File: src/sv/smac_pkg.sv
// shared types and constants for the int8 simd mac alu
// holds mode codes, the decoded operation type and the queue item layout
// no dependencies
package smac_pkg;

	// mode codes as they arrive on the input channel
	localparam logic [2:0] MODE_ADD = 3'd0;
	localparam logic [2:0] MODE_SUB = 3'd1;
	localparam logic [2:0] MODE_MUL = 3'd2;
	localparam logic [2:0] MODE_MAC = 3'd3;
	localparam logic [2:0] MODE_CLR = 3'd4;

	// datapath sizes
	localparam int WORD_W   = 32;
	localparam int LANES    = 4;
	localparam int LANE_W   = 8;
	localparam int OFFSET_W = 9;
	localparam int BIAS_W   = OFFSET_W + 1;
	localparam int PROD_W   = LANE_W + BIAS_W;
	localparam int SUM_W    = PROD_W + 2;

	// queue between front and back
	localparam int QUEUE_DEPTH = 2;
	localparam int PTR_W       = $clog2(QUEUE_DEPTH);
	localparam int CNT_W       = $clog2(QUEUE_DEPTH + 1);
	localparam logic [CNT_W-1:0] QUEUE_FULL = CNT_W'(QUEUE_DEPTH);

	// decoded operation
	typedef enum logic [2:0] {
		OP_ADD,
		OP_SUB,
		OP_MUL,
		OP_MAC,
		OP_CLR,
		OP_NOP
	} op_t;

	// one classified item
	typedef struct packed {
		op_t               op;
		logic [WORD_W-1:0] first;
		logic [WORD_W-1:0] second;
	} item_t;

	// front to queue
	typedef struct packed {
		logic  push;
		item_t item;
	} q_wr_t;

	// queue to back
	typedef struct packed {
		logic  avail;
		item_t item;
	} q_rd_t;

endpackage

File: src/sv/simd_int8_mac_alu_top.sv
// Four-lane int8 multiply-accumulate alu with add, subtract and multiply. One item is taken
// per cycle when nothing stalls, and each gives one result, registered in a queue entry, stage 1 and stage 2;
// the sustained rate of one item a cycle is held by the accumulator add in the second
// execution stage, which closes on itself every cycle. A two-entry queue sits between the
// decoding front and the execution back, so an input stall only appears when the queue fills.
// The input offset register is written through cfg_write/cfg_data and should change only
// while the block is idle.
// top level; depends on smac_pkg, smac_front, smac_queue, smac_back
module simd_int8_mac_alu_top (
	input  logic                          clk,
	input  logic                          arst_n,
	input  logic                          cfg_write,
	input  logic [smac_pkg::OFFSET_W-1:0] cfg_data,
	input  logic                          in_valid,
	output logic                          in_stall,
	input  logic [2:0]                    mode,
	input  logic [smac_pkg::WORD_W-1:0]   first_operand,
	input  logic [smac_pkg::WORD_W-1:0]   second_operand,
	output logic                          out_valid,
	input  logic                          out_stall,
	output logic [smac_pkg::WORD_W-1:0]   result
);

	smac_pkg::q_wr_t wr;
	smac_pkg::q_rd_t rd;
	logic            full;
	logic            pop;

	// decode and push
	smac_front u_front (
		.in_valid       (in_valid),
		.in_stall       (in_stall),
		.mode           (mode),
		.first_operand  (first_operand),
		.second_operand (second_operand),
		.full           (full),
		.wr             (wr)
	);

	// decoupling queue
	smac_queue u_queue (
		.clk    (clk),
		.arst_n (arst_n),
		.wr     (wr),
		.full   (full),
		.pop    (pop),
		.rd     (rd)
	);

	// execution
	smac_back u_back (
		.clk       (clk),
		.arst_n    (arst_n),
		.rd        (rd),
		.pop       (pop),
		.cfg_write (cfg_write),
		.cfg_data  (cfg_data),
		.out_valid (out_valid),
		.out_stall (out_stall),
		.result    (result)
	);

endmodule

File: src/sv/smac_front.sv
// front part: input handshake and mode decode
// pushes classified items into the queue; depends on smac_pkg
module smac_front (
	input  logic                       in_valid,
	output logic                       in_stall,
	input  logic [2:0]                 mode,
	input  logic [smac_pkg::WORD_W-1:0] first_operand,
	input  logic [smac_pkg::WORD_W-1:0] second_operand,
	input  logic                       full,
	output smac_pkg::q_wr_t            wr
);

	smac_pkg::op_t op;

	// classify the mode, anything unknown becomes a no-op
	always_comb begin
		unique case (mode)
			smac_pkg::MODE_ADD: op = smac_pkg::OP_ADD;
			smac_pkg::MODE_SUB: op = smac_pkg::OP_SUB;
			smac_pkg::MODE_MUL: op = smac_pkg::OP_MUL;
			smac_pkg::MODE_MAC: op = smac_pkg::OP_MAC;
			smac_pkg::MODE_CLR: op = smac_pkg::OP_CLR;
			default:            op = smac_pkg::OP_NOP;
		endcase
	end

	// take an item whenever the queue has room
	assign in_stall       = full;
	assign wr.push        = in_valid && !full;
	assign wr.item.op     = op;
	assign wr.item.first  = first_operand;
	assign wr.item.second = second_operand;

endmodule

File: src/sv/smac_queue.sv
// short item queue between front and back
// two entries, full flag decoded from a registered fill count; depends on smac_pkg
module smac_queue (
	input  logic            clk,
	input  logic            arst_n,
	input  smac_pkg::q_wr_t wr,
	output logic            full,
	input  logic            pop,
	output smac_pkg::q_rd_t rd
);

	smac_pkg::item_t                  mem_q [smac_pkg::QUEUE_DEPTH];
	logic [smac_pkg::PTR_W-1:0]       wr_ptr_q;
	logic [smac_pkg::PTR_W-1:0]       rd_ptr_q;
	logic [smac_pkg::CNT_W-1:0]       count_q;

	// entry storage
	always_ff @(posedge clk) begin
		if (wr.push) begin
			mem_q[wr_ptr_q] <= wr.item;
		end
	end

	// pointers and fill count
	always_ff @(posedge clk or negedge arst_n) begin
		if (!arst_n) begin
			wr_ptr_q <= '0;
			rd_ptr_q <= '0;
			count_q  <= '0;
		end else begin
			if (wr.push) begin
				wr_ptr_q <= wr_ptr_q + 1'b1;
			end
			if (pop) begin
				rd_ptr_q <= rd_ptr_q + 1'b1;
			end
			unique case ({wr.push, pop})
				2'b10:   count_q <= count_q + 1'b1;
				2'b01:   count_q <= count_q - 1'b1;
				default: count_q <= count_q;
			endcase
		end
	end

	assign full     = (count_q == smac_pkg::QUEUE_FULL);
	assign rd.avail = (count_q != '0);
	assign rd.item  = mem_q[rd_ptr_q];

	// fill count never passes the depth
	a_count_bound: assert property (@(posedge clk) disable iff (!arst_n)
		count_q <= smac_pkg::QUEUE_FULL)
		else $error("queue count beyond depth");

	// front only pushes into a queue with room
	a_no_overflow: assert property (@(posedge clk) disable iff (!arst_n)
		wr.push |-> !full)
		else $error("push into full queue");

	// pop only from a non-empty queue
	a_no_underflow: assert property (@(posedge clk) disable iff (!arst_n)
		pop |-> rd.avail)
		else $error("pop from empty queue");

endmodule

File: src/sv/smac_back.sv
// back part: execution pipeline, accumulator and output register
// stage 1 holds lane products and scalar results, stage 2 the result; depends on smac_pkg
module smac_back (
	input  logic                          clk,
	input  logic                          arst_n,
	input  smac_pkg::q_rd_t               rd,
	output logic                          pop,
	input  logic                          cfg_write,
	input  logic [smac_pkg::OFFSET_W-1:0] cfg_data,
	output logic                          out_valid,
	input  logic                          out_stall,
	output logic [smac_pkg::WORD_W-1:0]   result
);

	logic signed [smac_pkg::OFFSET_W-1:0] offset_q;
	logic [smac_pkg::WORD_W-1:0]          acc_q;

	logic                                 vld_s1;
	smac_pkg::op_t                        op_s1;
	logic [smac_pkg::WORD_W-1:0]          res_s1;
	logic signed [smac_pkg::PROD_W-1:0]   prod_s1 [smac_pkg::LANES];

	logic                                 vld_s2;
	logic [smac_pkg::WORD_W-1:0]          result_s2;

	logic                                 s1_load;
	logic                                 s2_load;
	logic [smac_pkg::WORD_W-1:0]          res_d;
	logic signed [smac_pkg::PROD_W-1:0]   prod_d [smac_pkg::LANES];
	logic signed [smac_pkg::SUM_W-1:0]    lane_sum;
	logic [smac_pkg::WORD_W-1:0]          acc_next;

	// pipeline advance
	assign s2_load = !vld_s2 || !out_stall;
	assign s1_load = !vld_s1 || s2_load;
	assign pop     = rd.avail && s1_load;

	// offset register
	always_ff @(posedge clk or negedge arst_n) begin
		if (!arst_n) begin
			offset_q <= '0;
		end else if (cfg_write) begin
			offset_q <= cfg_data;
		end
	end

	// lane products: signed filter byte times offset input byte
	always_comb begin
		for (int l = 0; l < smac_pkg::LANES; l++) begin
			logic signed [smac_pkg::LANE_W-1:0] fbyte;
			logic signed [smac_pkg::LANE_W-1:0] ibyte;
			logic signed [smac_pkg::BIAS_W-1:0] biased;
			fbyte     = rd.item.first[l*smac_pkg::LANE_W +: smac_pkg::LANE_W];
			ibyte     = rd.item.second[l*smac_pkg::LANE_W +: smac_pkg::LANE_W];
			biased    = smac_pkg::BIAS_W'(ibyte) + smac_pkg::BIAS_W'(offset_q);
			prod_d[l] = smac_pkg::PROD_W'(fbyte) * smac_pkg::PROD_W'(biased);
		end
	end

	// scalar operations
	always_comb begin
		unique case (rd.item.op)
			smac_pkg::OP_ADD: res_d = rd.item.first + rd.item.second;
			smac_pkg::OP_SUB: res_d = rd.item.first - rd.item.second;
			smac_pkg::OP_MUL: res_d = rd.item.first * rd.item.second;
			default:          res_d = '0;
		endcase
	end

	// stage 1 control
	always_ff @(posedge clk or negedge arst_n) begin
		if (!arst_n) begin
			vld_s1 <= 1'b0;
		end else if (s1_load) begin
			vld_s1 <= rd.avail;
		end
	end

	// stage 1 payload
	always_ff @(posedge clk) begin
		if (pop) begin
			op_s1   <= rd.item.op;
			res_s1  <= res_d;
			prod_s1 <= prod_d;
		end
	end

	// reduce the lane products and add to the accumulator
	always_comb begin
		lane_sum = '0;
		for (int l = 0; l < smac_pkg::LANES; l++) begin
			lane_sum = lane_sum + smac_pkg::SUM_W'(prod_s1[l]);
		end
		acc_next = acc_q + smac_pkg::WORD_W'(lane_sum);
	end

	// stage 2 control and accumulator
	always_ff @(posedge clk or negedge arst_n) begin
		if (!arst_n) begin
			vld_s2 <= 1'b0;
			acc_q  <= '0;
		end else if (s2_load) begin
			vld_s2 <= vld_s1;
			if (vld_s1) begin
				unique case (op_s1)
					smac_pkg::OP_MAC: acc_q <= acc_next;
					smac_pkg::OP_CLR: acc_q <= '0;
					default:          acc_q <= acc_q;
				endcase
			end
		end
	end

	// stage 2 result
	always_ff @(posedge clk) begin
		if (s2_load && vld_s1) begin
			unique case (op_s1)
				smac_pkg::OP_MAC: result_s2 <= acc_next;
				smac_pkg::OP_CLR: result_s2 <= '0;
				default:          result_s2 <= res_s1;
			endcase
		end
	end

	assign out_valid = vld_s2;
	assign result    = result_s2;

	// a held result freezes the accumulator
	a_acc_hold: assert property (@(posedge clk) disable iff (!arst_n)
		(vld_s2 && out_stall) |=> $stable(acc_q))
		else $error("accumulator moved while output held");

	// clear zeroes accumulator and result together
	a_clear: assert property (@(posedge clk) disable iff (!arst_n)
		(vld_s1 && s2_load && op_s1 == smac_pkg::OP_CLR) |=> (acc_q == '0 && result_s2 == '0))
		else $error("clear did not zero accumulator");

	// a blocked stage 1 item is not dropped
	a_s1_keep: assert property (@(posedge clk) disable iff (!arst_n)
		(vld_s1 && !s2_load) |=> vld_s1)
		else $error("stage 1 item lost");

endmodule
File: config.mk
export PLATFORM = sky130hd
export DESIGN_NAME = simd_int8_mac_alu_top
export DESIGN_NICKNAME = d
export VERILOG_FILES = /design/src/sv/smac_pkg.sv /design/src/sv/simd_int8_mac_alu_top.sv /design/src/sv/smac_front.sv /design/src/sv/smac_queue.sv /design/src/sv/smac_back.sv
export SDC_FILE = /design/constraint.sdc
export NUM_CORES = 2
export LEC_CHECK = 0
export ABC_CLOCK_PERIOD_IN_PS = 10000
export BUFFER_PORTS_ARGS = -buffer_cell sky130_fd_sc_hd__buf_2
export CORE_ASPECT_RATIO = 1.5
export CORE_MARGIN = 2
export CORE_UTILIZATION = 40
export CTS_CLUSTER_DIAMETER = 40
export CTS_CLUSTER_SIZE = 25
export DETAILED_ROUTE_END_ITERATION = 16
export PLACE_DENSITY = 0.56
export SLEW_MARGIN = 10
export SYNTH_ARGS = -nofsm -noshare
export SYNTH_HDL_FRONTEND = slang
export SYNTH_HIERARCHICAL = 1
export SYNTH_SLANG_ARGS = --single-unit
File: constraint.sdc
create_clock -name clk -period 10 [get_ports clk]
set_input_delay 2 -clock clk [delete_from_list [all_inputs] [get_ports clk]]
set_output_delay 2 -clock clk [all_outputs]
set_load 0.02 [all_outputs]
==> out/results.tsv <==
metric	value	unit
MaxCap Viol Count	0	
worst slew pin tran	1040	ps
CP startpoint kind	flip-flop	
synth top area cells	fa_1, edfxtp_1, ha_1	
CTS hold repair buffers	0	
most area-hungry cell type in the Yosys netlist	fa_1	
total global routing overflow	0	
WP data arrival	9060	ps
Syn-to-layout area delta	7.39	%
Rows	151	
port bufs	114	
Avg Cell Area, Syn	10.2	µm²
WL per Instance	22.5	µm
Slew headroom	29.9	%
Main synth FF type	edfxtp_1	
Clk Latency, worst-skew pair	680	ps
Post-Syn Nets	5643	
GRT Total Usage	23.7	%
die width	279	µm
die height	417	µm
Synth Instances	4468	
TritonCTS clock tree	built	
Residual DRC	0	
CTS-repair resized insts	0	
sequential fraction of the synthesis area	20.6	%
Worst setup EP type	flip-flop	
number of synthesized flops with an enable pin	273	
synth cell count leaders	inv_1, fa_1, and2_1, nand2_1, ha_1	
Nets	5624	
first-pass GRT wire length	205000	µm
first drt pass iteration count	5	
Final Hold Viols	0	
CTS Buf Count	50	
Detail Route Antenna Nets	0	
Mapped Area	45400	µm²
Detailed Place HPWL	103000	µm
via count	31200	
area share of the largest cell type after synthesis	31.7	%
ratio of cells with drive above 1 in the final layout	8.11	%
largest net degree at the start of global routing	67	
setup TNS	0	ps
minimum clock period after layout	8680	ps
status	complete, no violations	
most common cell in the netlist	inv_1	
IO Count	115	
clock sink total	320	
register bit total from synthesis	320	
initial antenna violation count	5	
fmax	0.115	GHz
synth unique cells	71	
share of flip-flops with an asynchronous set or reset	14.7	%
hold crit path type	reg2reg	
Final period util	86.8	%
Slew Limit Fails	0	
DRT Wirelength	134000	µm
postcts setup bufs	0	
Setup-failing EPs final	0	
RSZ-0062 raised after global routing	no	
Ys Warns	6	
kind of critical path	reg2reg	
Vias per Instance	5.24	
die area	116000	µm²
clk_skew	86.5	ps
gpl congestion	0.889	
critical path data required time	10390	ps
Root Driver	clkbuf_16	
core area	113000	µm²
Clock Tree Buf Depth	3	
Clock Pin Slew Worst Setup and Hold Paths	70	ps
CTS HTree Levels	2	
initial core utilization	40.3	%
Crit Path Max Fanout	39	
Initial DRC Count	1882	
vias in the first global route	34100	
[stage by stage]
stage | hold slack, ps | instances | utilization, % | instance area [µm²] | setup WS (ps)
floorplan | 447 | 4468 | - | 45400 | 2350
global placement | 460 | 5850 | 41.7 | 47000 | 1470
detailed placement | 462 | 5850 | 41.7 | 47000 | 1390
CTS | 480 | 5943 | 43.3 | 48800 | 1350
global route | 498 | 5943 | 43.3 | 48800 | 831
finish | 476 | 5945 | 43.3 | 48800 | 1320
[cell families after synthesis]
group | Yosys count | share of synthesized area, %
and+or+nand+nor | 1183 | 13.4
xor gates and xnor gates | 283 | 5.45
buffers and inverters | 984 | 8.77
muxes | 80 | 2.14
DFF | 320 | 20.6
adders and majority gates | 1094 | 42.0
AOI/OAI and AO/OA | 524 | 7.58
[registers in the layout (all words and copies together) (netlist names)]
register          count
u_back/out_valid      1
u_back/res_s1        32
u_back/result        32
u_queue/wr_ptr_q      1
u_back/acc_q         32
u_queue/mem_q       134
u_queue/rd_ptr_q      1
u_back/offset_q       9
u_queue/count_q       2
u_back/prod_s1       72
u_back/op_s1          3
u_back/vld_s1         1
[path summary, 6_finish.rpt]
check / cells past startpoint / start / end / slack [ps]
worst max register to register: 25 / u_queue/rd_ptr_q$_DFFE_PN0P_ / u_back/res_s1[31]$_DFFE_PP_ / 1320
worst min register to register: 1 / u_back/vld_s1$_DFFE_PN0N_ / u_back/out_valid$_DFFE_PN0P_ / 480
worst max-delay path: 25 / u_queue/rd_ptr_q$_DFFE_PN0P_ / u_back/res_s1[31]$_DFFE_PP_ / 1320
max in group asynchronous: 2 / arst_n / u_back/offset_q[1]$_DFFE_PN0P_ / 7870
min in group asynchronous: 2 / arst_n / u_queue/rd_ptr_q$_DFFE_PN0P_ / 1490
worst min-delay path: 1 / u_back/vld_s1$_DFFE_PN0N_ / u_back/out_valid$_DFFE_PN0P_ / 480
[final cells by class]
type                            count  area, µm²
Multi-Input combinational cell   3164      32100
Inverter                          754       2830
Tap cell                         1453       1820
Antenna cell                        2       5.00
Clock buffer                       53       1280
Fill cell                       10800      64000
Timing Repair Buffer              159        908
Clock inverter                     40        477
Sequential cell                   320       9380
[placed cells by master (no fill, tap or decap), drive strengths merged, types with 79 or more instances in the layout]
cell type	n
buf	159
inv	775
fa	719
nand2	395
nor2	117
xnor2	204
ha	375
edfxtp	273
a21oi	128
xor2	79
o21ai	107
and2	492
[per-layer routing]
layer | global-route usage (%) | wire length, µm | share of wire [%]
met3 | 2.44 | 5680 | 4.3
met4 | 13.4 | 8740 | 6.5
met5 | 0 | 0 | 0
met1 | 27.3 | 50200 | 38
met2 | 42.7 | 68900 | 52
[worst max-delay path, cell delays in order, from the launching register on]
cell and delay (ps):
dfrtp_4 880, mux2_2 990, and2_1 270, fa_1 410
inv_1 80, fa_1 420, fa_1 490, inv_1 50
fa_1 530, ha_1 230, ha_1 270, inv_1 50
fa_1 470, inv_1 50, fa_1 430, ha_1 370
o21a_1 140, o21ai_0 90, a211oi_1 310, o2bb2ai_1 200
o31ai_1 570, a31oi_1 290, o21ai_0 340, a31oi_1 140
xnor2_1 160, o22ai_1 100
Power is left out: the tool's default activity adds up to more than one toggle a clock period on the data nets, which glitch-free logic cannot reach.
